### src/rtl/core/hsu_pkg.sv
// Shared types and opcodes for the Hopfield spin update engine.
// No dependencies; used by every module under rtl/core except hsu_ram.
package hsu_pkg;

  localparam logic [2:0] OP_WRITE_WEIGHT = 3'd0;
  localparam logic [2:0] OP_WRITE_SPIN   = 3'd1;
  localparam logic [2:0] OP_READ_SPIN    = 3'd2;
  localparam logic [2:0] OP_SYNC_UPDATE  = 3'd3;
  localparam logic [2:0] OP_ASYNC_UPDATE = 3'd4;

  localparam logic [6:0] FLIP_MAX = 7'd127;

  typedef struct packed {
    logic [2:0]         opcode;
    logic [5:0]         row_index;
    logic [5:0]         col_index;
    logic signed [15:0] weight_value;
    logic               spin_value;
  } request_t;

  typedef struct packed {
    logic [5:0] neuron_index;
    logic       neuron_spin;
    logic [6:0] flip_count;
  } result_t;

  typedef struct packed {
    logic load;
    logic init_wr;
    logic wr_weight;
    logic wr_spin;
    logic acc_issue;
    logic old_rd;
    logic sign_spin_wr;
    logic sign_next_wr;
    logic copy_issue;
    logic row_rd;
    logic report;
    logic i_clr;
    logic i_set_row;
    logic i_inc;
    logic j_clr;
    logic j_inc;
    logic acc_clr;
    logic flips_clr;
  } cmd_t;

  typedef struct packed {
    logic [2:0] opcode;
    logic       row_ok;
    logic       col_ok;
    logic       i_last;
    logic       j_last;
  } sts_t;

endpackage

### src/rtl/core/hsu_ctrl.sv
// Controller state machine: sequences spin-store clear, writes, field sums and copy.
// Depends on hsu_pkg; drives hsu_datapath through cmd_t, reads sts_t.
module hsu_ctrl (
  input  logic           clk,
  input  logic           rst,
  input  logic           start,
  input  hsu_pkg::sts_t  sts,
  output hsu_pkg::cmd_t  cmd,
  output logic           busy
);

  typedef enum logic [9:0] {
    ST_INIT   = 10'b00_0000_0001,
    ST_IDLE   = 10'b00_0000_0010,
    ST_EXEC   = 10'b00_0000_0100,
    ST_ACC    = 10'b00_0000_1000,
    ST_DRAIN  = 10'b00_0001_0000,
    ST_SIGN   = 10'b00_0010_0000,
    ST_COPY   = 10'b00_0100_0000,
    ST_CDRAIN = 10'b00_1000_0000,
    ST_READ   = 10'b01_0000_0000,
    ST_REPORT = 10'b10_0000_0000
  } state_t;

  state_t state;
  state_t state_next;

  always_ff @(posedge clk) begin
    if (rst) begin
      state <= ST_INIT;
    end else begin
      state <= state_next;
    end
  end

  assign busy = state != ST_IDLE;

  always_comb begin
    cmd        = '0;
    state_next = state;
    unique case (state)
      ST_INIT: begin
        cmd.init_wr = 1'b1;
        if (sts.j_last) begin
          cmd.j_clr  = 1'b1;
          state_next = ST_IDLE;
        end else begin
          cmd.j_inc = 1'b1;
        end
      end
      ST_IDLE: begin
        cmd.acc_clr   = 1'b1;
        cmd.flips_clr = 1'b1;
        cmd.j_clr     = 1'b1;
        if (start) begin
          cmd.load   = 1'b1;
          state_next = ST_EXEC;
        end
      end
      ST_EXEC: begin
        state_next = ST_READ;
        unique case (sts.opcode)
          hsu_pkg::OP_WRITE_WEIGHT: cmd.wr_weight = sts.row_ok & sts.col_ok;
          hsu_pkg::OP_WRITE_SPIN:   cmd.wr_spin = sts.row_ok;
          hsu_pkg::OP_SYNC_UPDATE: begin
            cmd.i_clr  = 1'b1;
            state_next = ST_ACC;
          end
          hsu_pkg::OP_ASYNC_UPDATE: begin
            if (sts.row_ok) begin
              cmd.i_set_row = 1'b1;
              state_next    = ST_ACC;
            end
          end
          default: ;
        endcase
      end
      ST_ACC: begin
        cmd.acc_issue = 1'b1;
        if (sts.j_last) begin
          cmd.j_clr  = 1'b1;
          state_next = ST_DRAIN;
        end else begin
          cmd.j_inc = 1'b1;
        end
      end
      ST_DRAIN: begin
        cmd.old_rd = 1'b1;
        state_next = ST_SIGN;
      end
      ST_SIGN: begin
        cmd.acc_clr = 1'b1;
        if (sts.opcode == hsu_pkg::OP_SYNC_UPDATE) begin
          cmd.sign_next_wr = 1'b1;
          if (sts.i_last) begin
            state_next = ST_COPY;
          end else begin
            cmd.i_inc  = 1'b1;
            state_next = ST_ACC;
          end
        end else begin
          cmd.sign_spin_wr = 1'b1;
          state_next       = ST_READ;
        end
      end
      ST_COPY: begin
        cmd.copy_issue = 1'b1;
        if (sts.j_last) begin
          cmd.j_clr  = 1'b1;
          state_next = ST_CDRAIN;
        end else begin
          cmd.j_inc = 1'b1;
        end
      end
      ST_CDRAIN: state_next = ST_READ;
      ST_READ: begin
        cmd.row_rd = 1'b1;
        state_next = ST_REPORT;
      end
      ST_REPORT: begin
        cmd.report = 1'b1;
        state_next = ST_IDLE;
      end
      default: state_next = ST_INIT;
    endcase
  end

endmodule

### config.mk
export PLATFORM = sky130hd
export DESIGN_NAME = hsu_ctrl
export DESIGN_NICKNAME = d
export VERILOG_FILES = /design/src/rtl/core/hsu_pkg.sv /design/src/rtl/core/hsu_ctrl.sv
export SDC_FILE = /design/constraint.sdc
export NUM_CORES = 1
export LEC_CHECK = 0
export ABC_AREA = 1
export BUFFER_PORTS_ARGS = -buffer_cell sky130_fd_sc_hd__buf_2
export CORE_ASPECT_RATIO = 1.2
export CORE_MARGIN = 5
export CORE_UTILIZATION = 45
export CTS_CLUSTER_SIZE = 12
export DETAILED_ROUTE_END_ITERATION = 8
export GPL_TIMING_DRIVEN = 0
export PLACE_DENSITY = 0.73
export SYNTH_ARGS = -nofsm -noshare
export SYNTH_HDL_FRONTEND = slang
export SYNTH_SLANG_ARGS = --single-unit
### constraint.sdc
create_clock -name clk -period 1.7 [get_ports clk]
set_clock_uncertainty 0.2 [all_clocks]
set_input_delay 0.34 -clock clk [delete_from_list [all_inputs] [get_ports clk]]
set_output_delay 0.34 -clock clk [all_outputs]
set_load 0.01 [all_outputs]
==> results of run 1 <==
-- cell usage after synthesis --
library cell,number
a21oi_2,1
and2_2,1
clkinv_4,1
dfxtp_1,10
inv_1,28
inv_2,4
nand2_1,20
nand2_2,7
nand2_4,5
nand3_1,11
nand3_2,3
nand4_1,4
nor2_1,17
nor2_2,8
nor2_4,3
nor3_1,3
nor3b_1,1
nor4_1,1
o21ai_0,2
or2_1,1
-- cells in the final DEF (no fill, tap or decap), drive strengths merged --
master	instances
nor4	1
clkbuf	4
or2	1
clkinv	1
buf	55
dfxtp	10
nor3	3
nand3	14
inv	32
o21ai	2
and2	1
a21oi	1
nand2	32
nor3b	1
nor2	28
nand4	4
-- path summary, 6_finish.rpt --
kind / from / slack [ns] / to
min reg2reg: state[0] / 0.30 / state[0]
min: rst / 0.05 / state[6]
max: state[5] / -0.31 / cmd[10]
max reg2reg: state[7] / -0.30 / state[8]
-- layout make-up --
class / count / area [µm²]
Multi-Input combinational cell: 88 / 629
Tap cell: 19 / 23.8
Fill cell: 128 / 355
Clock buffer: 4 / 36.3
Timing Repair Buffer: 55 / 398
Inverter: 33 / 134
Sequential cell: 10 / 210
-- worst max-delay path, stage by stage (launching register included) --
cell     delay (ns)
dfxtp_2        0.39
inv_1          0.07
nor2_1         0.15
nand3_2        0.11
nor2_4         0.12
inv_2          0.08
nor2_2         0.13
buf_2          0.15
-- per-layer routing --
metal,vias up,track usage
li1,518,-
met1,483,0.199
met2,44,0.330
met3,15,0.0477
met4,0,0.115
met5,-,0
-- what timing repair did --
item | 4_1_cts | 5_1_grt
pin swaps | 11 | 7
setup endpoints to repair | 19 | 26
resized for setup | 30 | 25
setup buffers | 14 | 13
-- metrics by stage --
| step | instance area [µm²] | cells | power, W | setup TNS, ns | setup WS (ns) |
|---|---|---|---|---|---|
| after floorplan | 823 | 131 | 0.000738 | 0 | 0.0368 |
| after global placement | 987 | 178 | 0.000870 | -0.0424 | -0.0244 |
| after detailed placement | 987 | 178 | 0.000877 | -0.0903 | -0.0549 |
| after CTS | 1230 | 196 | 0.00117 | -3.91 | -0.289 |
| after global routing | 1430 | 209 | 0.00137 | -7.63 | -0.415 |
| final | 1430 | 209 | 0.00128 | -5.39 | -0.311 |
-- where the power goes --
part	internal [W]	leakage, nW	switching [W]	total (W)
Clock	0.000130	0.0210	0.0000881	0.000218
Combinational	0.000295	0.681	0.000459	0.000755
Sequential	0.000270	0.0843	0.0000358	0.000306
Total	0.000696	0.786	0.000583	0.00128
-- kinds of logic after synthesis --
family                 after synthesis  share of synthesized area
buffers and inverters               33                      0.157
AND/OR/NAND/NOR                     85                      0.578
flip-flops                          10                      0.243
AO/OA/AOI/OAI                        3                     0.0228
==> results.sh, run 1 <==
export IMPL_drt_antenna_violating_nets=0
export IMPL_cell_depth_of_the_worst_min_delay_path=2
export IMPL_postRouteWirelength_um=3010
export IMPL_dr_max_layer_used="met4"
export IMPL_netlist_top_cells_area="dfxtp_1, inv_1, nand2_1"
export IMPL_worst_setup_path_end_kind="output pin"
export IMPL_critPathArrivalTime_ns=1.47
export IMPL_worstPathMaxFanout=3
export IMPL_globalRouteTotalUtil=0.189
export IMPL_clk_pin_slew_ns=0.07
export IMPL_initial_core_util=0.461
export IMPL_synth_yosys_warnings=0
export IMPL_ys_seq_area_frac=0.243
export IMPL_relative_max_transition_margin=0.736
export IMPL_final_core_util=0.801
export IMPL_maxCapViolCount=0
export IMPL_num_rows=17
export IMPL_power_per_cell_area_mw_per_mm2=893
export IMPL_setup_viol=25
export IMPL_syn_area_um2=823
export IMPL_core_mm2=0.00179
export IMPL_postSynthAreaPerCell_um2=6.28
export IMPL_place_congestion=0.831
export IMPL_syn_nets=141
export IMPL_critPathRequiredTime_ns=1.16
export IMPL_hp_class="in2reg"
export IMPL_route_met2_wl_um=1580
export IMPL_reg2reg_depth=13
export IMPL_wl_met1_um=1080
export IMPL_die_area_mm2=0.00279
export IMPL_rsz0062_at_grt="true"
export IMPL_finalCritPeriodShare=1.18
export IMPL_worst_setup_path_type="reg2out"
export IMPL_finalCriticalPeriod_ns=2.01
export IMPL_grt_pass1_vias=996
export IMPL_dp_final_hpwl_um=1610
export IMPL_flip_flop_and_latch_count_after_synthesis=10
export IMPL_final_layout_size_suffix_gt1_frac=0.637
export IMPL_total_count_of_max_transition_violations_in_the_final_report=0
export IMPL_met3_wirelength_um=206
export IMPL_grt_overflow=0
export IMPL_highest_clock_frequency_the_design_can_meet_mhz=497
export IMPL_tightestPinTransition_ns=0.394
export IMPL_worst_hold_slack_ns=0.0515
export IMPL_power_leakage_nw=0.786
export IMPL_setup_ws_ns=-0.311
export IMPL_dieHeight_um=56.9
export IMPL_num_antenna_cells=0
export IMPL_synth_top_area_cell="dfxtp_1"
export IMPL_first_iter_violations=13
export IMPL_route_detailed_drc=0
export IMPL_clock_path_buffers=2
export IMPL_largest_register_ffs=10
export IMPL_finalNetCount=201
export IMPL_first_pass_grt_wire_length_um=4130
export IMPL_tritoncts_num_sinks=10
export IMPL_synthCells=131
export IMPL_htree_num_levels=1
export IMPL_ir_worst_vdd_mv=0.801
export IMPL_run_status="complete, but fails checks"
export IMPL_cp_start_kind="register"
export IMPL_layout_top_registers="state x10"
export IMPL_avgViaCountPerCell=5.07
export IMPL_avgRoutedWirePerCell_um=14.4
export IMPL_via_count=1060
export IMPL_area_growth_pct=73.9
export IMPL_die_width_um=49.0
export IMPL_drtPass1Iterations=4
export IMPL_ctsHoldBuffers=0
export IMPL_synth_top_cell_area_share=0.243
export IMPL_antenna_violations_before_repair=0
export IMPL_boundaryPins=29
export IMPL_failed_checks="negative setup slack"
export IMPL_finalHoldViolations=0
export IMPL_tritoncts_clock_tree="yes"
export IMPL_io_buffer_count=28
export IMPL_cts_buffer_count=3
export IMPL_root_buffer="clkbuf_4"
export IMPL_clock_network_latency_to_the_later_pin_of_the_worst_skew_pair_ns=0.27
export IMPL_largest_net_degree_at_the_start_of_global_routing=9
export IMPL_top_register="state"
export IMPL_unique_cell_type_count_in_the_yosys_netlist=20
Note: power is estimated with default switching activity, not from simulation.
==> run 2: changes to the inputs <==
--- a/config.mk
+++ b/config.mk
@@ -7,7 +7,6 @@
 export LEC_CHECK = 0
 export ABC_AREA = 1
 export BUFFER_PORTS_ARGS = -buffer_cell sky130_fd_sc_hd__buf_2
-export CORE_ASPECT_RATIO = 1.2
 export CORE_MARGIN = 5
 export CORE_UTILIZATION = 45
 export CTS_CLUSTER_SIZE = 12
==> results.sh, run 2 (same netlist as run 1, synthesis figures left out) <==
export IMPL_power_leakage_nw=0.722
export IMPL_finalCritPeriodShare=1.17
export IMPL_drt_antenna_violating_nets=0
export IMPL_area_growth_pct=55.5
export IMPL_die_width_um=52.8
export IMPL_antenna_violations_before_repair=0
export IMPL_worst_path_largest_cell_delay_ns=0.35
export IMPL_total_count_of_max_transition_violations_in_the_final_report=0
export IMPL_power_per_cell_area_mw_per_mm2=989
export IMPL_finalHoldViolations=0
export IMPL_relative_max_transition_margin=0.851
export IMPL_clock_network_latency_to_the_later_pin_of_the_worst_skew_pair_ns=0.27
export IMPL_final_layout_size_suffix_gt1_frac=0.534
export IMPL_globalRouteTotalUtil=0.173
export IMPL_fill_cells=139
export IMPL_worstPathMaxFanout=5
export IMPL_finalNetCount=185
export IMPL_die_area_mm2=0.00279
export IMPL_cts_buffer_count=3
export IMPL_dp_final_hpwl_um=1650
export IMPL_path_cells="nor2_4, nand2_4, nor2_4, nand4_1, nor3b_1, buf_2"
export IMPL_root_buffer="clkbuf_4"
export IMPL_num_rows=15
export IMPL_htree_num_levels=1
export IMPL_maxCapViolCount=0
export IMPL_timing_critical_path_mode_cell="nor2_4"
export IMPL_first_iter_violations=14
export IMPL_run_status="complete, but fails checks"
export IMPL_p_total_w=0.00127
export IMPL_num_antenna_cells=0
export IMPL_grt_overflow=0
export IMPL_ir_worst_vdd_mv=0.927
export IMPL_avgRoutedWirePerCell_um=11.2
export IMPL_cp_start_kind="register"
export IMPL_critical_path_top_delay_family="simple AND/OR/NAND/NOR gates"
export IMPL_layout_top_registers="state x10"
export IMPL_ctsHoldBuffers=0
export IMPL_dieHeight_um=52.8
export IMPL_setup_ws_ns=-0.281
export IMPL_avgViaCountPerCell=4.70
export IMPL_grt_pass1_vias=942
export IMPL_setup_viol=20
export IMPL_boundaryPins=29
export IMPL_tritoncts_num_sinks=10
export IMPL_largest_register_ffs=10
export IMPL_rsz0062_at_grt="true"
export IMPL_clk_pin_slew_ns=0.07
export IMPL_largest_net_degree_at_the_start_of_global_routing=9
export IMPL_initial_core_util=0.477
export IMPL_route_detailed_drc=0
export IMPL_failed_checks="negative setup slack"
export IMPL_critPathArrivalTime_ns=1.44
export IMPL_place_congestion=0.843
export IMPL_most_common_cell_after_layout_fill_and_taps_aside="inv_1"
export IMPL_via_count=936
export IMPL_tritoncts_clock_tree="yes"
export IMPL_top_register="state"
export IMPL_postRouteWirelength_um=2230
export IMPL_final_core_util=0.741
export IMPL_worst_setup_path_type="reg2out"
export IMPL_tightestPinTransition_ns=0.221
export IMPL_first_pass_grt_wire_length_um=3660
export IMPL_layout_common_cells="inv_1, buf_2, nand2_1, nor2_4, nor2_1"
export IMPL_highest_clock_frequency_the_design_can_meet_mhz=505
export IMPL_hp_class="in2reg"
export IMPL_count_of_buffering_cells_on_the_critical_path_with_inverters_included=1
export IMPL_clock_path_buffers=2
export IMPL_finalCriticalPeriod_ns=1.98
export IMPL_critPathRequiredTime_ns=1.16
export IMPL_critPathSlowestCell="dfxtp_2"
export IMPL_drtPass1Iterations=4
export IMPL_core_mm2=0.00173
export IMPL_io_buffer_count=28
export IMPL_worst_setup_path_end_kind="output pin"
-- run 2: final cells by class --
class                   instances  area [µm²]  share of cell area
flip-flops and latches         10         214               0.167
repair buffers                 39         277               0.216
inverters                      33         131               0.103
multi-input cells              88         591               0.461
well taps                      25        31.3              0.0244
clock buffers                   4        36.3              0.0283
-- run 2: routing by layer --
layer  GRT usage  share of wire  vias to the layer above
met5           0              0                        -
met4      0.0553          0.011                        0
met3      0.0285          0.059                        3
met2       0.316           0.48                       33
met1       0.201           0.45                      416
li1            -              -                      484
-- run 2: report_power, final --
part           switching (W)  total [W]  internal (W)
clock              0.0000822   0.000212      0.000130
sequential         0.0000331   0.000302      0.000269
combinational       0.000427   0.000752      0.000325
-- run 2: path summary, 6_finish.rpt --
| path | from | endpoint | slack [ns] | cells past startpoint |
|---|---|---|---|---|
| max | state[7] | cmd[15] | -0.28 | 6 |
| min | rst | state[6] | 0.06 | 2 |
| max reg2reg | state[7] | state[3] | -0.01 | 12 |
| min reg2reg | state[6] | state[6] | 0.30 | 2 |
-- run 2: stage by stage --
step	hold slack, ns	cell area [µm²]	setup slack (ns)	std cells	TNS [ns]
final	0.0569	1280	-0.281	199	-3.99
after CTS	0.0586	1200	-0.265	195	-3.39
after global routing	0.0620	1280	-0.339	199	-5.51
after detailed placement	0.290	995	-0.0593	184	-0.169
after global placement	0.290	995	-0.0268	184	-0.0534
after floorplan	0.202	823	0.0368	131	0
-- run 2: timing repair --
item,CTS,global route
setup endpoints to repair,19,23
buffers inserted,7,4
endpoints found under the hold margin,0,0
resized for setup,29,10
pin swaps,11,6
-- run 2: worst reg2reg max path: stages (launching register included) --
cell      delay, ns
dfxtp_2        0.35
nor2_4         0.15
nand2_4        0.11
buf_6          0.13
nor2_4         0.09
nand2_4        0.10
clkinv_4       0.06
buf_4          0.10
nand2_4        0.07
nand2_4        0.09
nand2_1        0.05
nand2_1        0.06
nor2_1         0.04
==> run 3: changes to the inputs <==
--- a/config.mk
+++ b/config.mk
@@ -7,12 +7,14 @@
 export LEC_CHECK = 0
 export ABC_AREA = 1
 export BUFFER_PORTS_ARGS = -buffer_cell sky130_fd_sc_hd__buf_2
+export CORE_ASPECT_RATIO = 0.8
 export CORE_MARGIN = 5
 export CORE_UTILIZATION = 45
 export CTS_CLUSTER_SIZE = 12
 export DETAILED_ROUTE_END_ITERATION = 8
 export GPL_TIMING_DRIVEN = 0
 export PLACE_DENSITY = 0.73
+export SETUP_SLACK_MARGIN = 0.15
 export SYNTH_ARGS = -nofsm -noshare
 export SYNTH_HDL_FRONTEND = slang
 export SYNTH_SLANG_ARGS = --single-unit
==> results.sh, run 3 (same netlist as run 1, synthesis figures left out) <==
export IMPL_worst_setup_path_type="reg2out"
export IMPL_grt_overflow=0
export IMPL_layout_top_registers="state x10"
export IMPL_finalHoldViolations=0
export IMPL_finalNetCount=184
export IMPL_reg2reg_depth=10
export IMPL_dp_final_hpwl_um=1710
export IMPL_highest_clock_frequency_the_design_can_meet_mhz=503
export IMPL_htree_num_levels=1
export IMPL_boundaryPins=29
export IMPL_clock_network_latency_to_the_later_pin_of_the_worst_skew_pair_ns=0.26
export IMPL_avgRoutedWirePerCell_um=11.2
export IMPL_gr_max_usage_layer="met2"
export IMPL_layout_common_cells="buf_2, inv_1, nand2_1, nor2_4, buf_4"
export IMPL_finalCriticalPeriod_ns=1.99
export IMPL_clk_pin_slew_ns=0.06
export IMPL_root_buffer="clkbuf_4"
export IMPL_largest_net_degree_at_the_start_of_global_routing=9
export IMPL_rsz0062_at_grt="true"
export IMPL_r2r_slack_ns=0.01
export IMPL_antenna_violations_before_repair=0
export IMPL_power_per_cell_area_mw_per_mm2=952
export IMPL_core_mm2=0.00168
export IMPL_clock_path_buffers=2
export IMPL_tritoncts_clock_tree="yes"
export IMPL_ir_worst_vdd_mv=0.819
export IMPL_most_common_cell_after_layout_fill_and_taps_aside="buf_2"
export IMPL_hp_class="in2reg"
export IMPL_placement_cell_area_mm2=0.00100
export IMPL_io_buffer_count=28
export IMPL_power_leakage_nw=0.704
export IMPL_dp_worst_setup_slack_ns=-0.0696
export IMPL_place_congestion=0.844
export IMPL_final_layout_size_suffix_gt1_frac=0.605
export IMPL_initial_core_util=0.491
export IMPL_drtPass1Iterations=4
export IMPL_die_area_mm2=0.00279
export IMPL_total_count_of_max_transition_violations_in_the_final_report=0
export IMPL_first_pass_grt_wire_length_um=3530
export IMPL_m2_gr_usage=0.331
export IMPL_num_antenna_cells=0
export IMPL_critPathArrivalTime_ns=1.45
export IMPL_drt_antenna_violating_nets=0
export IMPL_final_instance_count_excl_fill=194
export IMPL_fill_cells=139
export IMPL_tightestPinTransition_ns=0.232
export IMPL_finalCritPeriodShare=1.17
export IMPL_setup_viol=19
export IMPL_sequential_cell_area_um2=218
export IMPL_setup_ws_ns=-0.289
export IMPL_avgViaCountPerCell=4.72
export IMPL_via_count=915
export IMPL_dieHeight_um=48.3
export IMPL_maxCapViolCount=0
export IMPL_failed_checks="negative setup slack"
export IMPL_grt_pass1_vias=879
export IMPL_top_register="state"
export IMPL_cp_start_kind="register"
export IMPL_tritoncts_num_sinks=10
export IMPL_route_detailed_drc=0
export IMPL_run_status="complete, but fails checks"
export IMPL_largest_register_ffs=10
export IMPL_dp_cells=181
export IMPL_multi_input_area_um2=596
export IMPL_globalRouteTotalUtil=0.169
export IMPL_final_area_mm2=0.00123
export IMPL_worst_setup_path_end_kind="output pin"
export IMPL_cts_buffer_count=3
export IMPL_worst_r2r_startpoint="state[7]"
export IMPL_setup_worst_path_start="state[9]"
export IMPL_r2r_end="state[8]"
export IMPL_num_rows=13
export IMPL_ctsHoldBuffers=0
export IMPL_worstPathMaxFanout=8
export IMPL_critPathRequiredTime_ns=1.16
export IMPL_crit_end="cmd[2]"
export IMPL_die_width_um=57.8
export IMPL_relative_max_transition_margin=0.844
export IMPL_first_iter_violations=21
export IMPL_area_growth_pct=48.9
export IMPL_postRouteWirelength_um=2170
export IMPL_groute_layer_met1_usage=0.185
export IMPL_gr_usage_met3=0.0476
[run 3: layout make-up]
cell class | instances | area share
multi-input cells | 88 | 0.486
repair buffers | 38 | 0.191
flip-flops and latches | 10 | 0.178
inverters | 33 | 0.105
well taps | 22 | 0.0224
clock buffers | 3 | 0.0184
[run 3: where the power goes]
part           switching, W  total, W  internal, W
combinational      0.000417  0.000710     0.000293
clock             0.0000721  0.000153    0.0000813
sequential        0.0000354  0.000304     0.000269
[run 3: per-layer routing]
metal / share of wire / wire length, µm / up-vias
met3: 0.032 / 69 / 4
met5: 0 / 0 / -
li1: - / - / 482
met1: 0.44 / 943 / 413
met2: 0.52 / 1130 / 16
met4: 0.011 / 23 / 0
[run 3: repair_timing]
action | in CTS | in global routing
pin swaps | 10 | 5
resized for setup | 24 | 18
setup endpoints to repair | 23 | 28
setup buffers | 4 | 6
[run 3: critical path, cell delays in order (launching register included)]
cell	delay, ns
dfxtp_2	0.33
inv_2	0.08
nand2_4	0.09
nor2_2	0.17
nand3_2	0.13
nand3_2	0.12
nand2_4	0.09
inv_1	0.06
buf_2	0.12
[run 3: worst min path at each step]
stage	from	endpoint	slack (ns)	cells past startpoint
finish	rst	state[6]	0.06	2
global route	rst	state[6]	0.05	2
CTS	rst	state[6]	0.05	2
detailed placement	state[0]	state[0]	0.30	2
global placement	state[0]	state[0]	0.30	2
floorplan	rst	state[6]	0.20	1
[run 3: per-stage QoR]
stage / hold slack, ns / power [W] / TNS, ns / util
detailed placement: 0.304 / 0.000878 / -0.252 / 0.598
global route: 0.0514 / 0.00128 / -5.56 / 0.732
CTS: 0.0548 / 0.00111 / -3.22 / 0.676
global placement: 0.303 / 0.000865 / -0.104 / 0.598
finish: 0.0591 / 0.00117 / -3.52 / 0.732
floorplan: 0.202 / 0.000739 / 0 / -
